$ cat config.mk
export PLATFORM = sky130hd
export DESIGN_NAME = char_display_expander_unit
export DESIGN_NICKNAME = d
export VERILOG_FILES = /design/src/rtl/cde_pkg.sv /design/src/rtl/char_display_expander_unit.sv /design/src/rtl/cde_front.sv /design/src/rtl/cde_queue.sv /design/src/rtl/cde_back.sv
export SDC_FILE = /design/constraint.sdc
export NUM_CORES = 1
export LEC_CHECK = 0
export BUFFER_PORTS_ARGS = -buffer_cell sky130_fd_sc_hd__clkbuf_2
export CAP_MARGIN = 20
export CORE_MARGIN = 10
export CORE_UTILIZATION = 25
export DETAILED_ROUTE_END_ITERATION = 16
export GPL_ROUTABILITY_DRIVEN = 0
export PLACE_DENSITY_LB_ADDON = 0.2
export SLEW_MARGIN = 20
export SYNTH_ARGS = -nofsm -noshare
export SYNTH_HDL_FRONTEND = slang
export SYNTH_SLANG_ARGS = --single-unit
$ cat constraint.sdc
create_clock -name clk -period 11.1 [get_ports clk]
set_clock_uncertainty 0.1 [all_clocks]
set_input_delay 0.555 -clock clk [delete_from_list [all_inputs] [get_ports clk]]
set_output_delay 0.555 -clock clk [all_outputs]
set_load 0.05 [all_outputs]
$ cat src/rtl/cde_pkg.sv
// Shared types, constants and text tables for the character display expander.
package cde_pkg;

  localparam int COL_W     = 16;  // column field width
  localparam int CODE_W    = 8;   // character code width
  localparam int CFG_W     = 5;   // tab_width register width
  localparam int TXT_MAX   = 5;   // longest fixed text
  localparam int TXT_LEN_W = 3;
  localparam int DIV_BITS  = 4;   // column bits consumed per divider cycle
  localparam int DIV_STEPS = COL_W / DIV_BITS;
  localparam int STEP_W    = $clog2(DIV_STEPS);
  localparam int Q_DEPTH   = 2;
  localparam int Q_AW      = $clog2(Q_DEPTH);
  localparam int Q_CW      = $clog2(Q_DEPTH + 1);

  localparam logic [CFG_W-1:0]  TAB_W_RESET = CFG_W'(8);
  localparam logic [CODE_W-1:0] CODE_TAB    = 8'd9;
  localparam logic [CODE_W-1:0] CODE_DEL    = 8'd127;
  localparam logic [CODE_W-1:0] CODE_SPACE  = 8'd32;

  localparam logic [7:0] CH_SPACE = 8'h20;
  localparam logic [7:0] CH_LT    = 8'h3C;
  localparam logic [7:0] CH_GT    = 8'h3E;
  localparam logic [7:0] CH_CARET = 8'h5E;
  localparam logic [7:0] CH_X     = 8'h78;

  typedef logic [TXT_MAX-1:0][7:0] txt_chars_t;

  typedef struct packed {
    txt_chars_t           chars;  // chars[0] goes out first
    logic [TXT_LEN_W-1:0] len;
  } txt_t;

  // One queued request for the back end; tabs carry their count alongside.
  typedef struct packed {
    logic is_tab;
    txt_t txt;
  } desc_t;

  typedef enum logic [1:0] {
    FR_IDLE,
    FR_DIV,
    FR_PUSH
  } fr_state_t;

  function automatic logic [7:0] hex_digit(input logic [3:0] d);
    logic [7:0] r;
    if (d < 4'd10) r = 8'h30 + {4'h0, d};
    else           r = 8'h61 + {4'h0, d} - 8'd10;
    return r;
  endfunction

  function automatic txt_t mk_caret(input logic [7:0] c);
    txt_t t;
    t = '0;
    t.chars[0] = CH_CARET;
    t.chars[1] = c;
    t.len      = TXT_LEN_W'(2);
    return t;
  endfunction

  function automatic txt_t mk_angle2(input logic [7:0] a, input logic [7:0] b);
    txt_t t;
    t = '0;
    t.chars[0] = CH_LT;
    t.chars[1] = a;
    t.chars[2] = b;
    t.chars[3] = CH_GT;
    t.len      = TXT_LEN_W'(4);
    return t;
  endfunction

  function automatic txt_t mk_angle3(input logic [7:0] a, input logic [7:0] b,
                                     input logic [7:0] c);
    txt_t t;
    t = '0;
    t.chars[0] = CH_LT;
    t.chars[1] = a;
    t.chars[2] = b;
    t.chars[3] = c;
    t.chars[4] = CH_GT;
    t.len      = TXT_LEN_W'(5);
    return t;
  endfunction

  // Names for codes 0..31.
  function automatic txt_t ctl_text(input logic [4:0] c);
    txt_t t;
    case (c)
      5'd0:    t = mk_angle3("N", "U", "L");
      5'd8:    t = mk_angle2("B", "S");
      5'd9:    t = mk_angle2("H", "T");
      5'd10:   t = mk_angle2("L", "F");
      5'd11:   t = mk_angle2("V", "T");
      5'd12:   t = mk_angle2("F", "F");
      5'd13:   t = mk_angle2("C", "R");
      5'd27:   t = mk_angle3("E", "S", "C");
      default: t = mk_caret(8'h40 + {3'b000, c});  // ^A .. ^_
    endcase
    return t;
  endfunction

endpackage

$ cat src/rtl/char_display_expander_unit.sv
// Top level of the character display expander: config register, front, queue, back.
// Path: accepted request -> queue -> back end's current register -> registered output;
//   a tab first runs the remainder loop (four column bits each step) and the push state.
// Throughput: one character per cycle out while the queue holds requests; non-tab requests
//   go in every cycle while the two-entry queue has room, a tab holds busy through its loop.
// Reset: synchronous on rst_n low, clears control state only, tab_width = 8. No receiver stall.
module char_display_expander_unit import cde_pkg::*; #(
  parameter int MAX_TAB = 16
) (
  input  logic              clk,
  input  logic              rst_n,
  // configuration
  input  logic              cfg_we,
  input  logic [CFG_W-1:0]  cfg_wdata,
  // request side
  input  logic              start,
  output logic              busy,
  input  logic [CODE_W-1:0] in_char_code,
  input  logic [COL_W-1:0]  in_column,
  // result side
  output logic              out_valid,
  output logic [7:0]        out_char,
  output logic              out_last
);

  localparam int LW = $clog2(MAX_TAB + 1);
  localparam int QW = $bits(desc_t) + LW;

  logic [CFG_W-1:0] tab_width_r;

  // front -> queue
  logic          push;
  desc_t         push_desc;
  logic [LW-1:0] push_cnt;
  logic          q_full;

  // queue -> back
  logic          pop;
  logic          q_not_empty;
  logic [QW-1:0] q_data;
  desc_t         q_desc;
  logic [LW-1:0] q_cnt;

  // Only register; the user must write it only while idle, the block does not enforce this.
  always_ff @(posedge clk) begin
    if (!rst_n) begin
      tab_width_r <= TAB_W_RESET;
    end else if (cfg_we) begin
      tab_width_r <= cfg_wdata;
    end
  end

  // Front: classifies each request, computes tab space counts.
  cde_front #(.MAX_TAB(MAX_TAB), .LW(LW)) u_front (
    .clk       (clk),
    .rst_n     (rst_n),
    .start     (start),
    .char_code (in_char_code),
    .column    (in_column),
    .tab_width (tab_width_r),
    .q_full    (q_full),
    .busy      (busy),
    .push      (push),
    .push_desc (push_desc),
    .push_cnt  (push_cnt)
  );

  // Decouples front and back so a long tab run does not block classification.
  cde_queue #(.W(QW)) u_queue (
    .clk       (clk),
    .rst_n     (rst_n),
    .push      (push),
    .push_data ({push_desc, push_cnt}),
    .pop       (pop),
    .pop_data  (q_data),
    .full      (q_full),
    .not_empty (q_not_empty)
  );

  assign q_desc = q_data[QW-1:LW];
  assign q_cnt  = q_data[LW-1:0];

  // Back: character sequencer with registered output.
  cde_back #(.MAX_TAB(MAX_TAB), .LW(LW)) u_back (
    .clk         (clk),
    .rst_n       (rst_n),
    .q_not_empty (q_not_empty),
    .q_desc      (q_desc),
    .q_cnt       (q_cnt),
    .pop         (pop),
    .out_valid   (out_valid),
    .out_char    (out_char),
    .out_last    (out_last)
  );

  // Front never pushes into a full queue unless the back frees a slot that cycle.
  assert property (@(posedge clk) disable iff (!rst_n) push |-> (!q_full || pop))
    else $error("push into full request queue");

  // A tab request always carries between 1 and MAX_TAB spaces.
  assert property (@(posedge clk) disable iff (!rst_n)
    (push && push_desc.is_tab) |-> (push_cnt != '0) && (int'(push_cnt) <= MAX_TAB))
    else $error("tab space count out of range");

  // An accepted tab holds the front off on the next cycle.
  assert property (@(posedge clk) disable iff (!rst_n)
    (start && !busy && (in_char_code == CODE_TAB)) |=> busy)
    else $error("front took a request during tab remainder");

  // A strobe is only raised after a request was queued.
  assert property (@(posedge clk) disable iff (!rst_n)
    $rose(out_valid) |-> $past(pop, 2) || $past(out_valid, 1))
    else $error("result strobe without a queued request");

endmodule

$ cat src/rtl/cde_front.sv
// Front end: accepts requests, classifies them, runs the tab remainder loop.
module cde_front import cde_pkg::*; #(
  parameter int MAX_TAB = 16,
  parameter int LW      = $clog2(MAX_TAB + 1)
) (
  input  logic              clk,
  input  logic              rst_n,
  input  logic              start,
  input  logic [CODE_W-1:0] char_code,
  input  logic [COL_W-1:0]  column,
  input  logic [CFG_W-1:0]  tab_width,
  input  logic              q_full,
  output logic              busy,
  output logic              push,
  output desc_t             push_desc,
  output logic [LW-1:0]     push_cnt
);

  fr_state_t          state_r, state_nxt;
  logic [COL_W-1:0]   col_r, col_nxt;
  logic [LW-1:0]      w_r, w_nxt;
  logic [LW-1:0]      rem_r, rem_nxt;
  logic [STEP_W-1:0]  step_r, step_nxt;
  logic [LW-1:0]      w_clamp;
  logic               accept;
  txt_t               txt;

  always_comb begin
    if (tab_width == '0)                  w_clamp = LW'(1);
    else if (int'(tab_width) > MAX_TAB)   w_clamp = LW'(MAX_TAB);
    else                                  w_clamp = LW'(tab_width);
  end

  // Fixed text for everything but tabs.
  always_comb begin
    txt = '0;
    if (char_code[7]) begin
      txt.chars[0] = CH_LT;
      txt.chars[1] = CH_X;
      txt.chars[2] = hex_digit(char_code[7:4]);
      txt.chars[3] = hex_digit(char_code[3:0]);
      txt.chars[4] = CH_GT;
      txt.len      = TXT_LEN_W'(5);
    end else if (char_code == CODE_DEL) begin
      txt = mk_angle3("D", "E", "L");
    end else if (char_code < CODE_SPACE) begin
      txt = ctl_text(char_code[4:0]);
    end else begin
      txt.chars[0] = char_code;
      txt.len      = TXT_LEN_W'(1);
    end
  end

  assign busy   = (state_r != FR_IDLE) || q_full;
  assign accept = start && !busy;

  always_ff @(posedge clk) begin
    if (!rst_n) begin
      state_r <= FR_IDLE;
    end else begin
      state_r <= state_nxt;
    end
    col_r  <= col_nxt;
    w_r    <= w_nxt;
    rem_r  <= rem_nxt;
    step_r <= step_nxt;
  end

  always_comb begin
    logic [LW:0] r;
    state_nxt = state_r;
    col_nxt   = col_r;
    w_nxt     = w_r;
    rem_nxt   = rem_r;
    step_nxt  = step_r;
    push      = 1'b0;
    push_desc = '0;
    push_cnt  = w_r - rem_r;
    r         = '0;
    case (state_r)
      FR_IDLE: begin
        if (accept) begin
          if (char_code == CODE_TAB) begin
            col_nxt   = column;
            w_nxt     = w_clamp;
            rem_nxt   = '0;
            step_nxt  = '0;
            state_nxt = FR_DIV;
          end else begin
            push          = 1'b1;
            push_desc.txt = txt;
          end
        end
      end
      FR_DIV: begin
        // restoring remainder, DIV_BITS column bits per cycle, MSB first
        r = {1'b0, rem_r};
        for (int i = 0; i < DIV_BITS; i++) begin
          r = {r[LW-1:0], col_r[COL_W-1-i]};
          if (r >= {1'b0, w_r}) r = r - {1'b0, w_r};
        end
        rem_nxt  = r[LW-1:0];
        col_nxt  = col_r << DIV_BITS;
        step_nxt = step_r + STEP_W'(1);
        if (step_r == STEP_W'(DIV_STEPS - 1)) state_nxt = FR_PUSH;
      end
      FR_PUSH: begin
        if (!q_full) begin
          push             = 1'b1;
          push_desc.is_tab = 1'b1;
          state_nxt        = FR_IDLE;
        end
      end
      default: state_nxt = FR_IDLE;
    endcase
  end

endmodule

$ cat src/rtl/cde_queue.sv
// Two-entry request queue between front and back end.
module cde_queue import cde_pkg::*; #(
  parameter int W = 8
) (
  input  logic         clk,
  input  logic         rst_n,
  input  logic         push,
  input  logic [W-1:0] push_data,
  input  logic         pop,
  output logic [W-1:0] pop_data,
  output logic         full,
  output logic         not_empty
);

  logic [W-1:0]    entry_r [Q_DEPTH];
  logic [Q_AW-1:0] wr_r, rd_r;
  logic [Q_CW-1:0] cnt_r;

  assign full      = (cnt_r == Q_CW'(Q_DEPTH));
  assign not_empty = (cnt_r != '0);
  assign pop_data  = entry_r[rd_r];

  always_ff @(posedge clk) begin
    if (!rst_n) begin
      wr_r  <= '0;
      rd_r  <= '0;
      cnt_r <= '0;
    end else begin
      if (push) wr_r <= wr_r + Q_AW'(1);
      if (pop)  rd_r <= rd_r + Q_AW'(1);
      if (push && !pop)      cnt_r <= cnt_r + Q_CW'(1);
      else if (pop && !push) cnt_r <= cnt_r - Q_CW'(1);
    end
    if (push) entry_r[wr_r] <= push_data;
  end

endmodule

$ cat src/rtl/cde_back.sv
// Back end: walks one queued request and emits one character per cycle.
module cde_back import cde_pkg::*; #(
  parameter int MAX_TAB = 16,
  parameter int LW      = $clog2(MAX_TAB + 1)
) (
  input  logic          clk,
  input  logic          rst_n,
  input  logic          q_not_empty,
  input  desc_t         q_desc,
  input  logic [LW-1:0] q_cnt,
  output logic          pop,
  output logic          out_valid,
  output logic [7:0]    out_char,
  output logic          out_last
);

  logic          cur_vld_r;
  desc_t         cur_desc_r;
  logic [LW-1:0] cur_cnt_r;
  logic [LW-1:0] idx_r;
  logic [LW-1:0] len;
  logic          at_end;
  logic          out_valid_r;
  logic [7:0]    out_char_r, out_char_nxt;
  logic          out_last_r;

  assign len    = cur_desc_r.is_tab ? cur_cnt_r : LW'(cur_desc_r.txt.len);
  assign at_end = (idx_r == len - LW'(1));
  assign pop    = q_not_empty && (!cur_vld_r || at_end);

  always_comb begin
    if (cur_desc_r.is_tab) out_char_nxt = CH_SPACE;
    else                   out_char_nxt = cur_desc_r.txt.chars[idx_r[TXT_LEN_W-1:0]];
  end

  always_ff @(posedge clk) begin
    if (!rst_n) begin
      cur_vld_r   <= 1'b0;
      out_valid_r <= 1'b0;
    end else begin
      out_valid_r <= cur_vld_r;
      if (pop)                       cur_vld_r <= 1'b1;
      else if (cur_vld_r && at_end)  cur_vld_r <= 1'b0;
    end
    if (pop) begin
      cur_desc_r <= q_desc;
      cur_cnt_r  <= q_cnt;
      idx_r      <= '0;
    end else if (cur_vld_r && !at_end) begin
      idx_r <= idx_r + LW'(1);
    end
    out_char_r <= out_char_nxt;
    out_last_r <= at_end;
  end

  assign out_valid = out_valid_r;
  assign out_char  = out_char_r;
  assign out_last  = out_last_r;

endmodule

# Word level (Yosys, flattened, before mapping)
# Memory sizes are Yosys's and may differ from the RTL's. A register that Yosys moved wholly into a read port is not among the register bits.
# Cells that the tools add are included.
# W data, S select, Z words.
[word_totals]
ff_bits = 55
mem_bits_rw = 98
input_bits = 33
memories = 1
[op_classes]
n_addsub = 19
n_lt_le_gt_ge = 9
eq_ne = 18
n_mux = 46
reduce_logical = 25
[mem_list]
columns = ["name", "words", "word_bits", "rd", "rd_clocked_by_memory_dff", "write_ports", "line", "rtl"]
rows = [
  ["u_queue.entry_r", 2, 49, 1, 1, 1, "cde_queue.sv:15", "logic [W-1:0] entry_r [Q_DEPTH];"],
]
[op_table]
columns = ["operator", "n"]
rows = [
  ["$pmux W41 S8", 1],
  ["$mux W43", 5],
  ["$mux W5", 11],
  ["$mux W16", 2],
  ["$pmux W16 S2", 1],
  ["$eq A5 B4 Y1 const B", 6],
  ["$mux W30", 1],
  ["$sub A5 B5 Y5", 5],
  ["$bmux W8 S3", 1],
  ["$ge A6 B5 Y1", 4],
  ["$mux W8", 3],
  ["$add A7 B4 Y8 const A", 2],
  ["$mux W2", 8],
  ["$sub A8 B4 Y8 const B", 2],
  ["$add A6 B4 Y7 const A", 2],
  ["$mux W11", 1],
  ["$logic_not A5 Y1", 2],
  ["$pmux W5 S2", 1],
  ["$reduce_bool A2 Y1", 5],
  ["$add A7 B5 Y8 const A", 1],
  ["$eq A8 B4 Y1 const B", 1],
  ["$eq A8 B7 Y1 const B", 1],
  ["$lt A4 B4 Y1 const B", 2],
  ["$lt A8 B6 Y1 const B", 1],
  ["other kinds (24)", 48],
]

# Logic depth before layout (Yosys ltp)
# Gate-level depths: netlist (run 1).
[depth]
word_depth = 12
ltp_mapped = 30

# Cells and area by module
# A second synthesis (run 1) with hierarchy kept.
[hier_totals]
hier_cells = 751
area_unflattened_um2 = 9816.9
[modules_own_cells]
columns = ["mod", "n_inst", "cells_each", "area_per_inst_um2"]
rows = [
  ["cde_queue", 1, 174, 3753.6],
  ["cde_front", 1, 418, 3432.0],
  ["cde_back", 1, 143, 2441.1],
  ["char_display_expander_unit", 1, 16, 190.2],
]

# Least setup slack after synthesis (run 1)
# Ideal clock, no wire load.
[synth_path]
path_type = "register to register"
startpoint = "reg u_front.w_r[1]"
endpoint = "reg u_front.rem_r[3] (data pin)"
setup_ns = 0.256
arrival_ns = 6.883
required_ns = 10.744
setup_slack_ns = 3.860
stages_incl_launch_ff = 27
n_path_buf = 1
cell_sequence = "edfxtp_1 -> inv_1 -> fa_1 -> a21oi_1 -> a2bb2oi_4 -> and2_1 -> clkbuf_1 -> mux2_2 -> ha_1 -> a41o_1 -> o22a_2 -> nor3_1 -> mux2_2 -> fa_1 -> nand2b_1 -> a21oi_1 -> o22ai_1 -> o211ai_1 -> mux2i_1 -> fa_1 -> a21o_1 -> a21oi_1 -> nand2_1 -> a21oi_1 -> o41ai_2 -> or3_1 -> a22o_1"
[synth_between]
elab_chain_len = 12
[synth_rtl]
columns = ["element", "line", "rtl"]
rows = [
  ["from (decl)", "cde_front.sv:21", "logic [LW-1:0] w_r, w_nxt;"],
  ["from (signal assigned)", "cde_front.sv:64", "w_r <= w_nxt;"],
  ["$sub A5 B5 Y5 / $ge A6 B5 Y1 (equally long branches)", "cde_front.sv:100", "if (r >= {1'b0, w_r}) r = r - {1'b0, w_r};"],
  ["$mux W5", "cde_front.sv:100", ""],
  ["$mux W5", "cde_front.sv:80", "case (state_r)"],
  ["$sub A5 B5 Y5 / $ge A6 B5 Y1 (equally long branches)", "cde_front.sv:100", ""],
  ["$mux W5", "cde_front.sv:100", ""],
  ["$mux W5", "cde_front.sv:80", ""],
  ["$sub A5 B5 Y5 / $ge A6 B5 Y1 (equally long branches)", "cde_front.sv:100", ""],
  ["$mux W5", "cde_front.sv:100", ""],
  ["$mux W5", "cde_front.sv:80", ""],
  ["$ge A6 B5 Y1 / $sub A5 B5 Y5 (equally long branches)", "cde_front.sv:100", ""],
  ["$mux W5 (*)", "cde_front.sv:100", ""],
  ["$pmux W5 S2 (*)", "cde_front.sv:80", ""],
  ["to (signal assigned)", "cde_front.sv:65", "rem_r <= rem_nxt;"],
  ["to (decl)", "cde_front.sv:22", "logic [LW-1:0] rem_r, rem_nxt;"],
]
# Mark *: on every way between the ends. The rest lies on a longest branch, timed or not. The select of a mux whose other input is x is not followed.
# A chain may end at the register's enable or synchronous reset.

# Worst setup path in the final report (run 1)
# Ends and elaborated chain as after synthesis.

==> flow_summary_export.csv, run 1 <==
group,metric,value,unit
sta,layout_min_cycle_time,7930,ps
logic_synthesis,synth.distinct_cells,66,
pwr,p_leak,0.00371,uW
sta,slew_headroom,0.300,
clock_tree,cts-root-buf,"clkbuf_16",
worst_setup_path,worst-r2r-setup-slack,3170,ps
worst_setup_path,required,11180,ps
finish,final_area,9770,um2
route,drc,0,
logic_synthesis,synthCells,690,
worst_setup_path,critical_path_arrival,8010,ps
placement,port_buffers,42,
logic_synthesis,synth-seq-cells,168,
finish,diodes,0,
clock_tree,clock_latency,420,ps
grt,grt_first_pass_wirelength,30700,um
clock_tree,numCtsBuffers,17,
floorplanning,core_area,33400,um2
route,wl_per_cell,15.7,um
clock_tree,hold_buffers,0,
finish,final_util,0.292,
route,drt-total-wl,18800,um
finish,final_cell_count_no_fill,1192,
pwr,net-switching-power,581,uW
logic_synthesis,syn_area,8440,um2
pwr,pwr-share-comb,0.219,
floorplanning,die-width,204,um
placement,placed_area,9150,um2
clock_tree,cts.sinks,168,
sta,hold_viol_final,0,
clock_tree,htreeDepth,4,
logic_synthesis,synth-main-ff-cell,"edfxtp_1",
floorplanning,io-pin-count,44,
logic_synthesis,ys_seq_area_frac,0.567,
finish,syn2layout_area_growth,15.8,%
sta,totalNegativeSetupSlack,0,ps
route,detail_route.iter0.violations,343,
worst_setup_path,worst-path-max-fanout,7,
pwr,switching_share,0.292,
route,dr.pass1.iters,5,
worst_hold_path,hold_path_class,"primary input to flip-flop",
grt,grt_usage,0.0937,
sta,setup_viol,0,
clock_tree,cts_buffer_depth,2,
finish,drive_gt1_frac,0.198,
clock_tree,cts_resized,0,
floorplanning,die_h,204,um
logic_synthesis,synth-edff-count,142,
route,vias_per_cell,4.40,
sta,period_share,0.714,
worst_setup_path,endpoint,"u_front.rem_r[3]",
floorplanning,rows,67,
route,antenna_left,0,
finish,final_nets,807,
pwr,pwr-share-clk,0.306,
placement,dp_cells,1160,
logic_synthesis,syn-num-nets,766,
grt,grt_overflow,0,
clock_tree,cts_tree,"yes",
clock_tree,clkTransAtPathRegs,60,ps
sta,rsz0062_at_grt,"no",
worst_hold_path,hold_path_depth,3,
logic_synthesis,async_flop_share,0,
logic_synthesis,ys_warn_count,0,
route,vias,5245,
worst_setup_path,cp-startpoint,"u_front.w_r[1]",
sta,worstMarginPinSlew,1050,ps
worst_setup_path,critPathKind,"flip-flop to flip-flop",
run_status,outcome,"finished clean",
sta,slew_viol_final,0,
grt,grt_pass1_vias,5408,
grt,grt_max_degree,41,
pwr,internal_power,1410,uW
grt,antenna_found_initial,0,
placement,dpl.hpwl,13200,um
pwr,seqPwrFrac,0.475,
placement,dp_slack,3210,ps
sta,timing.fmax,0.126,GHz
run,maxCapViolations,0,
logic_synthesis,avgSynthCellArea,12.2,um2
pwr,power_density,204,nW/um2
floorplanning,die_area,41500,um2
worst_setup_path,r2r_end,"u_front.rem_r[3]",
worst_setup_path,worstReg2RegStart,"u_front.w_r[1]",
clock_tree,post_cts_buffers,0,
worst_setup_path,r2r_cells,25,
pwr,peakVddDrop,0.0000881,V
worst_setup_path,startpoint_type,"flip-flop",
sta,setup_ws,3170,ps
floorplanning,start_util,0.252,
worst_setup_path,cp-end-kind,"flip-flop",
[per-stage QoR]
stage                     hold slack [ps]  power [uW]
after floorplan                       330        1260
after global placement                347        1410
after detailed placement              346        1400
after CTS                             223        2030
after global routing                  270        2110
final                                 251        1990
[logic make-up (layout without fill, tap and decap cells)]
family,Yosys count,in the layout,synth area share
xor+xnor,30,30,0.0311
fa+ha+maj,43,43,0.0682
other cells,1,1,0.000444
mux,64,64,0.0928
flops,168,168,0.567
buf+inv,67,121,0.0325
compound gates,116,116,0.0933
simple gates,201,201,0.114
[final cells by class]
cell class	count	area (um2)
clock inverters	5	38.8
inverters	41	154
multi-input cells	455	3400
well taps	448	561
repair buffers	48	255
clock buffers	27	582
fillers	3437	23700
flip-flops and latches	168	4790
[registers in the layout, summed over array words and instances (netlist names), 2 cells and up]
register	cells
u_queue.entry_r	76
u_back.cur_desc_r	33
u_front.col_r	16
u_back.out_char	7
tab_width_r	5
u_back.cur_cnt_r	5
u_back.idx_r	5
u_front.rem_r	5
u_front.w_r	5
u_front.state_r	2
u_front.step_r	2
u_queue.cnt_r	2
[per-layer routing]
| layer | part of all wire | routed length [um] | GRT usage |
|---|---|---|---|
| met5 | 0 | 0 | 0 |
| met4 | 0.012 | 222 | 0.0336 |
| met3 | 0.036 | 680 | 0.0165 |
| met2 | 0.46 | 8570 | 0.144 |
| met1 | 0.50 | 9290 | 0.130 |
[power by group through the flow]
| stage | combinational, uW | sequential (uW) | clock [uW] |
|---|---|---|---|
| floorplan | 313 | 949 | 0 |
| global placement | 443 | 962 | 0 |
| detailed placement | 442 | 963 | 0 |
| CTS | 444 | 950 | 632 |
| global route | 489 | 965 | 656 |
| finish | 435 | 945 | 609 |
[worst min-delay path by stage]
| stage | start | endpoint |
|---|---|---|
| global route | cfg_wdata[3] | tab_width_r[3] |
| global placement | u_back.cur_vld_r | u_back.out_valid |
| detailed placement | u_back.cur_vld_r | u_back.out_valid |
| finish | cfg_wdata[3] | tab_width_r[3] |
| floorplan | u_back.cur_vld_r | u_back.out_valid |
| CTS | cfg_wdata[3] | tab_width_r[3] |
[cell usage after synthesis (all sizes together), types with 2 or more instances]
master / instances / share of area
and2: 16 / 0.012
nor2b: 14 / 0.010
nor4: 2 / 0.0015
a22o: 3 / 0.0031
a21oi: 40 / 0.024
a31oi: 4 / 0.0030
nor3b: 4 / 0.0036
fa: 5 / 0.012
o31ai: 2 / 0.0018
mux4: 7 / 0.019
nor2: 41 / 0.018
a211oi: 8 / 0.0077
nand3: 11 / 0.0065
nand2b: 8 / 0.0059
clkbuf: 19 / 0.0096
nand4: 4 / 0.0030
xnor2: 19 / 0.020
mux2: 44 / 0.059
buf: 7 / 0.0046
or3: 3 / 0.0028
o21ai: 22 / 0.013
and3: 7 / 0.0056
xor2: 11 / 0.011
edfxtp: 142 / 0.51
o211ai: 2 / 0.0018
inv: 40 / 0.018
a21boi: 2 / 0.0018
ha: 38 / 0.056
nor3: 12 / 0.0071
a21o: 12 / 0.011
dfxtp: 26 / 0.062
nand3b: 2 / 0.0018
and4: 2 / 0.0021
o22a: 2 / 0.0022
mux2i: 13 / 0.015
o2bb2ai: 2 / 0.0021
nand2: 73 / 0.032
a41o: 3 / 0.0036
[worst max-delay path, cell delays in order, from the launching register on]
cell and delay, ps:
edfxtp_1 450, inv_1 240, fa_1 540, a21oi_1 260, a2bb2oi_4 230, and2_1 250
mux2_2 370, ha_1 340, a41o_1 260, o22a_2 210, nor3_1 560, mux2_2 450
fa_1 440, nand2b_1 160, a21oi_1 240, o22ai_1 200, o211ai_1 270, mux2i_1 240
fa_1 470, a21o_1 190, a21oi_1 200, nand2_1 80, a21oi_1 210, o41ai_2 150
or3_1 360, a22o_1 220
[cell usage in the layout (no fill, tap or decap), types with 19 or more instances in the layout]
master,synthesis,routed
mux2_2,44,44
ha_1,38,38
nor2_1,41,39
clkbuf_16,0,22
nand2_1,73,73
edfxtp_1,142,142
inv_1,40,40
clkbuf_2,0,44
o21ai_0,21,21
a21oi_1,40,40
xnor2_1,19,19
dfxtp_1,26,25
Note: power is estimated with default switching activity, not from simulation.
==> run 2: changes to the inputs <==
--- a/config.mk
+++ b/config.mk
@@ -5,6 +5,7 @@
 export SDC_FILE = /design/constraint.sdc
 export NUM_CORES = 1
 export LEC_CHECK = 0
+export ABC_AREA = 1
 export BUFFER_PORTS_ARGS = -buffer_cell sky130_fd_sc_hd__clkbuf_2
 export CAP_MARGIN = 20
 export CORE_MARGIN = 10
==> constraint.sdc (replaced) <==
create_clock -name clk -period 8.2 [get_ports clk]
set_clock_uncertainty 0.1 [all_clocks]
set_input_delay 0.41 -clock clk [delete_from_list [all_inputs] [get_ports clk]]
set_output_delay 0.41 -clock clk [all_outputs]
set_load 0.05 [all_outputs]
==> flow_summary_export.csv, run 2 <==
group,metric,value,unit
run,maxCapViolations,0,
logic_synthesis,synth.most_common_cell,"nand2_1",
sta,period_share,0.725,
logic_synthesis,synth-edff-count,142,
logic_synthesis,async_flop_share,0,
worst_setup_path,path_delay_family,"simple AND/OR/NAND/NOR gates",
grt,use_met3,0.0221,
clock_tree,cts.sinks,168,
grt,grt_use_met1,0.135,
logic_synthesis,synth_top_area_frac,0.499,
worst_setup_path,r2r_cells,37,
sta,totalNegativeSetupSlack,0,ps
placement,placed_area,9270,um2
floorplanning,rows,67,
logic_synthesis,synth_area_leader_cell,"edfxtp_1",
grt,grt_pass1_vias,5810,
finish,most-common-layout-cells,"262 x nand2_1, 142 x edfxtp_1, 89 x inv_1, 81 x nor2_1, 42 x clkbuf_2",
logic_synthesis,synth-main-ff-cell,"edfxtp_1",
sta,timing.fmax,0.168,GHz
finish,final_area,9830,um2
grt,grt_first_pass_wirelength,32100,um
sta,rsz0062_at_grt,"no",
clock_tree,clock_latency,430,ps
run_status,outcome,"finished clean",
floorplanning,die-width,205,um
finish,fillers,3507,
finish,largest_reg_flops,76,
worst_setup_path,worst-path-max-fanout,7,
finish,reg.largest.list,"u_queue.entry_r (76), u_back.cur_desc_r (33), u_front.col_r (16)",
floorplanning,core_area,33600,um2
placement,dpl.hpwl,13900,um
worst_setup_path,cp_common_cell,"nand2_1",
grt,grt_overflow,0,
clock_tree,clkTransAtPathRegs,70,ps
placement,port_buffers,42,
sta,setup_viol,0,
route,vias,5838,
logic_synthesis,netlist_top_cells_area,"edfxtp_1 50%, nand2_1 12%, dfxtp_1 6.1%",
route,antenna_left,0,
sta,slew_headroom,0.525,
worst_setup_path,required,8290,ps
finish,drive_gt1_frac,0.133,
finish,final_common_cell,"nand2_1",
grt,busiest_layer,"met2",
floorplanning,die_area,41900,um2
grt,grt_usage,0.0977,
pwr,power_density,299,nW/um2
grt,antenna_found_initial,0,
logic_synthesis,syn-num-nets,971,
worst_setup_path,cp-end-kind,"flip-flop",
finish,diodes,0,
worst_setup_path,startpoint_type,"flip-flop",
logic_synthesis,avgSynthCellArea,9.54,um2
worst_setup_path,critPathKind,"flip-flop to flip-flop",
clock_tree,cts_tree,"yes",
logic_synthesis,ys_warn_count,0,
worst_setup_path,critical_path_arrival,6040,ps
grt,grt_max_degree,42,
route,drt-total-wl,19500,um
worst_setup_path,path_buf_inv,8,
clock_tree,numCtsBuffers,17,
logic_synthesis,syn_area,8540,um2
sta,slew_viol_final,0,
clock_tree,cts_buffer_depth,2,
clock_tree,post_cts_buffers,0,
floorplanning,start_util,0.254,
worst_hold_path,hold_path_depth,3,
route,wl_per_cell,13.9,um
clock_tree,cts-root-buf,"clkbuf_16",
route,dr.pass1.iters,5,
finish,syn2layout_area_growth,15.1,%
clock_tree,cts_resized,0,
floorplanning,io-pin-count,44,
logic_synthesis,ys_seq_area_frac,0.560,
pwr,p_leak,0.00418,uW
sta,layout_min_cycle_time,5950,ps
logic_synthesis,synth_common_cells,"262 x nand2_1, 142 x edfxtp_1, 89 x inv_1, 83 x nor2_1, 41 x a21oi_1",
logic_synthesis,synth.distinct_cells,49,
logic_synthesis,synthCells,895,
pwr,finalPower,2940,uW
route,drc,0,
grt,met2_usage,0.149,
pwr,peakVddDrop,0.000146,V
finish,final_nets,1017,
sta,hold_viol_final,0,
clock_tree,htreeDepth,4,
logic_synthesis,synth-seq-cells,168,
finish,top_register,"u_queue.entry_r",
route,vias_per_cell,4.16,
worst_setup_path,crit_cells,37,
sta,worstMarginPinSlew,713,ps
clock_tree,hold_buffers,0,
worst_setup_path,slowest_delay,510,ps
route,detail_route.iter0.violations,338,
worst_setup_path,crit_slowest_cell,"fa_1",
worst_hold_path,hold_path_class,"primary input to flip-flop",
floorplanning,die_h,205,um
run 2: cell types whose count changed after synthesis, sizes merged, moves of 16 or more:
| cell | change |
|---|---|
| o21ai | +24 |
| inv | +57 |
| nor2 | +55 |
| mux2 | -44 |
| nand2 | +201 |
| and2 | -16 |
| nand3 | +25 |
run 2: worst paths after layout:
kind | slack, ps | from | to
worst max register to register | 2250 | u_front.w_r[1] | u_front.rem_r[1]
worst min register to register | 370 | u_back.cur_vld_r | u_back.out_valid
worst min-delay path | 110 | cfg_wdata[3] | tab_width_r[3]
worst max-delay path | 2250 | u_front.w_r[1] | u_front.rem_r[1]
run 2: final cells by class:
class                           instances  area [um2]  share of cell area
Sequential cell                       168        4780               0.487
Multi-Input combinational cell        607        3300               0.336
Tap cell                              448         561              0.0570
Clock buffer                           17         425              0.0433
Inverter                              100         377              0.0383
Timing Repair Buffer                   47         248              0.0252
Clock inverter                         15         126              0.0129
run 2: kinds of logic after synthesis:
kind of cell / after synthesis / share of synthesized area
fa+ha+maj: 43 / 0.0674
xor+xnor: 23 / 0.0236
compound gates: 108 / 0.0717
other cells: 1 / 0.000439
simple gates: 432 / 0.222
buf+inv: 120 / 0.0544
flops: 168 / 0.560
run 2: metal layers:
metal	part of all wire	vias up
met5	0	-
met2	0.44	86
li1	-	3059
met1	0.51	2680
met3	0.030	13
met4	0.011	0
run 2: metrics by stage:
| step | util | hold slack [ps] | setup slack (ps) | std cells |
|---|---|---|---|---|
| 6_report | 0.292 | 108 | 2250 | 1402 |
| 5_1_grt | 0.292 | 91.5 | 1600 | 1402 |
| 3_5_place_dp | 0.276 | 366 | 2230 | 1370 |
| 4_1_cts | 0.292 | 85.8 | 2220 | 1402 |
| 3_3_place_gp | 0.276 | 365 | 2310 | 1370 |
| 2_1_floorplan | - | 343 | 2870 | 895 |
run 2: worst min-delay path: cells and delay by family:
| kind | cells | cell delay [ps] |
|---|---|---|
| buffers and inverters | 1 | 80 |
| and+or+nand+nor | 2 | 110 |
run 2: power breakdown:
part | switching (uW) | internal [uW] | leakage, uW
clock network | 340 | 418 | 0.000265
registers | 80.0 | 1210 | 0.00156
logic | 637 | 251 | 0.00236
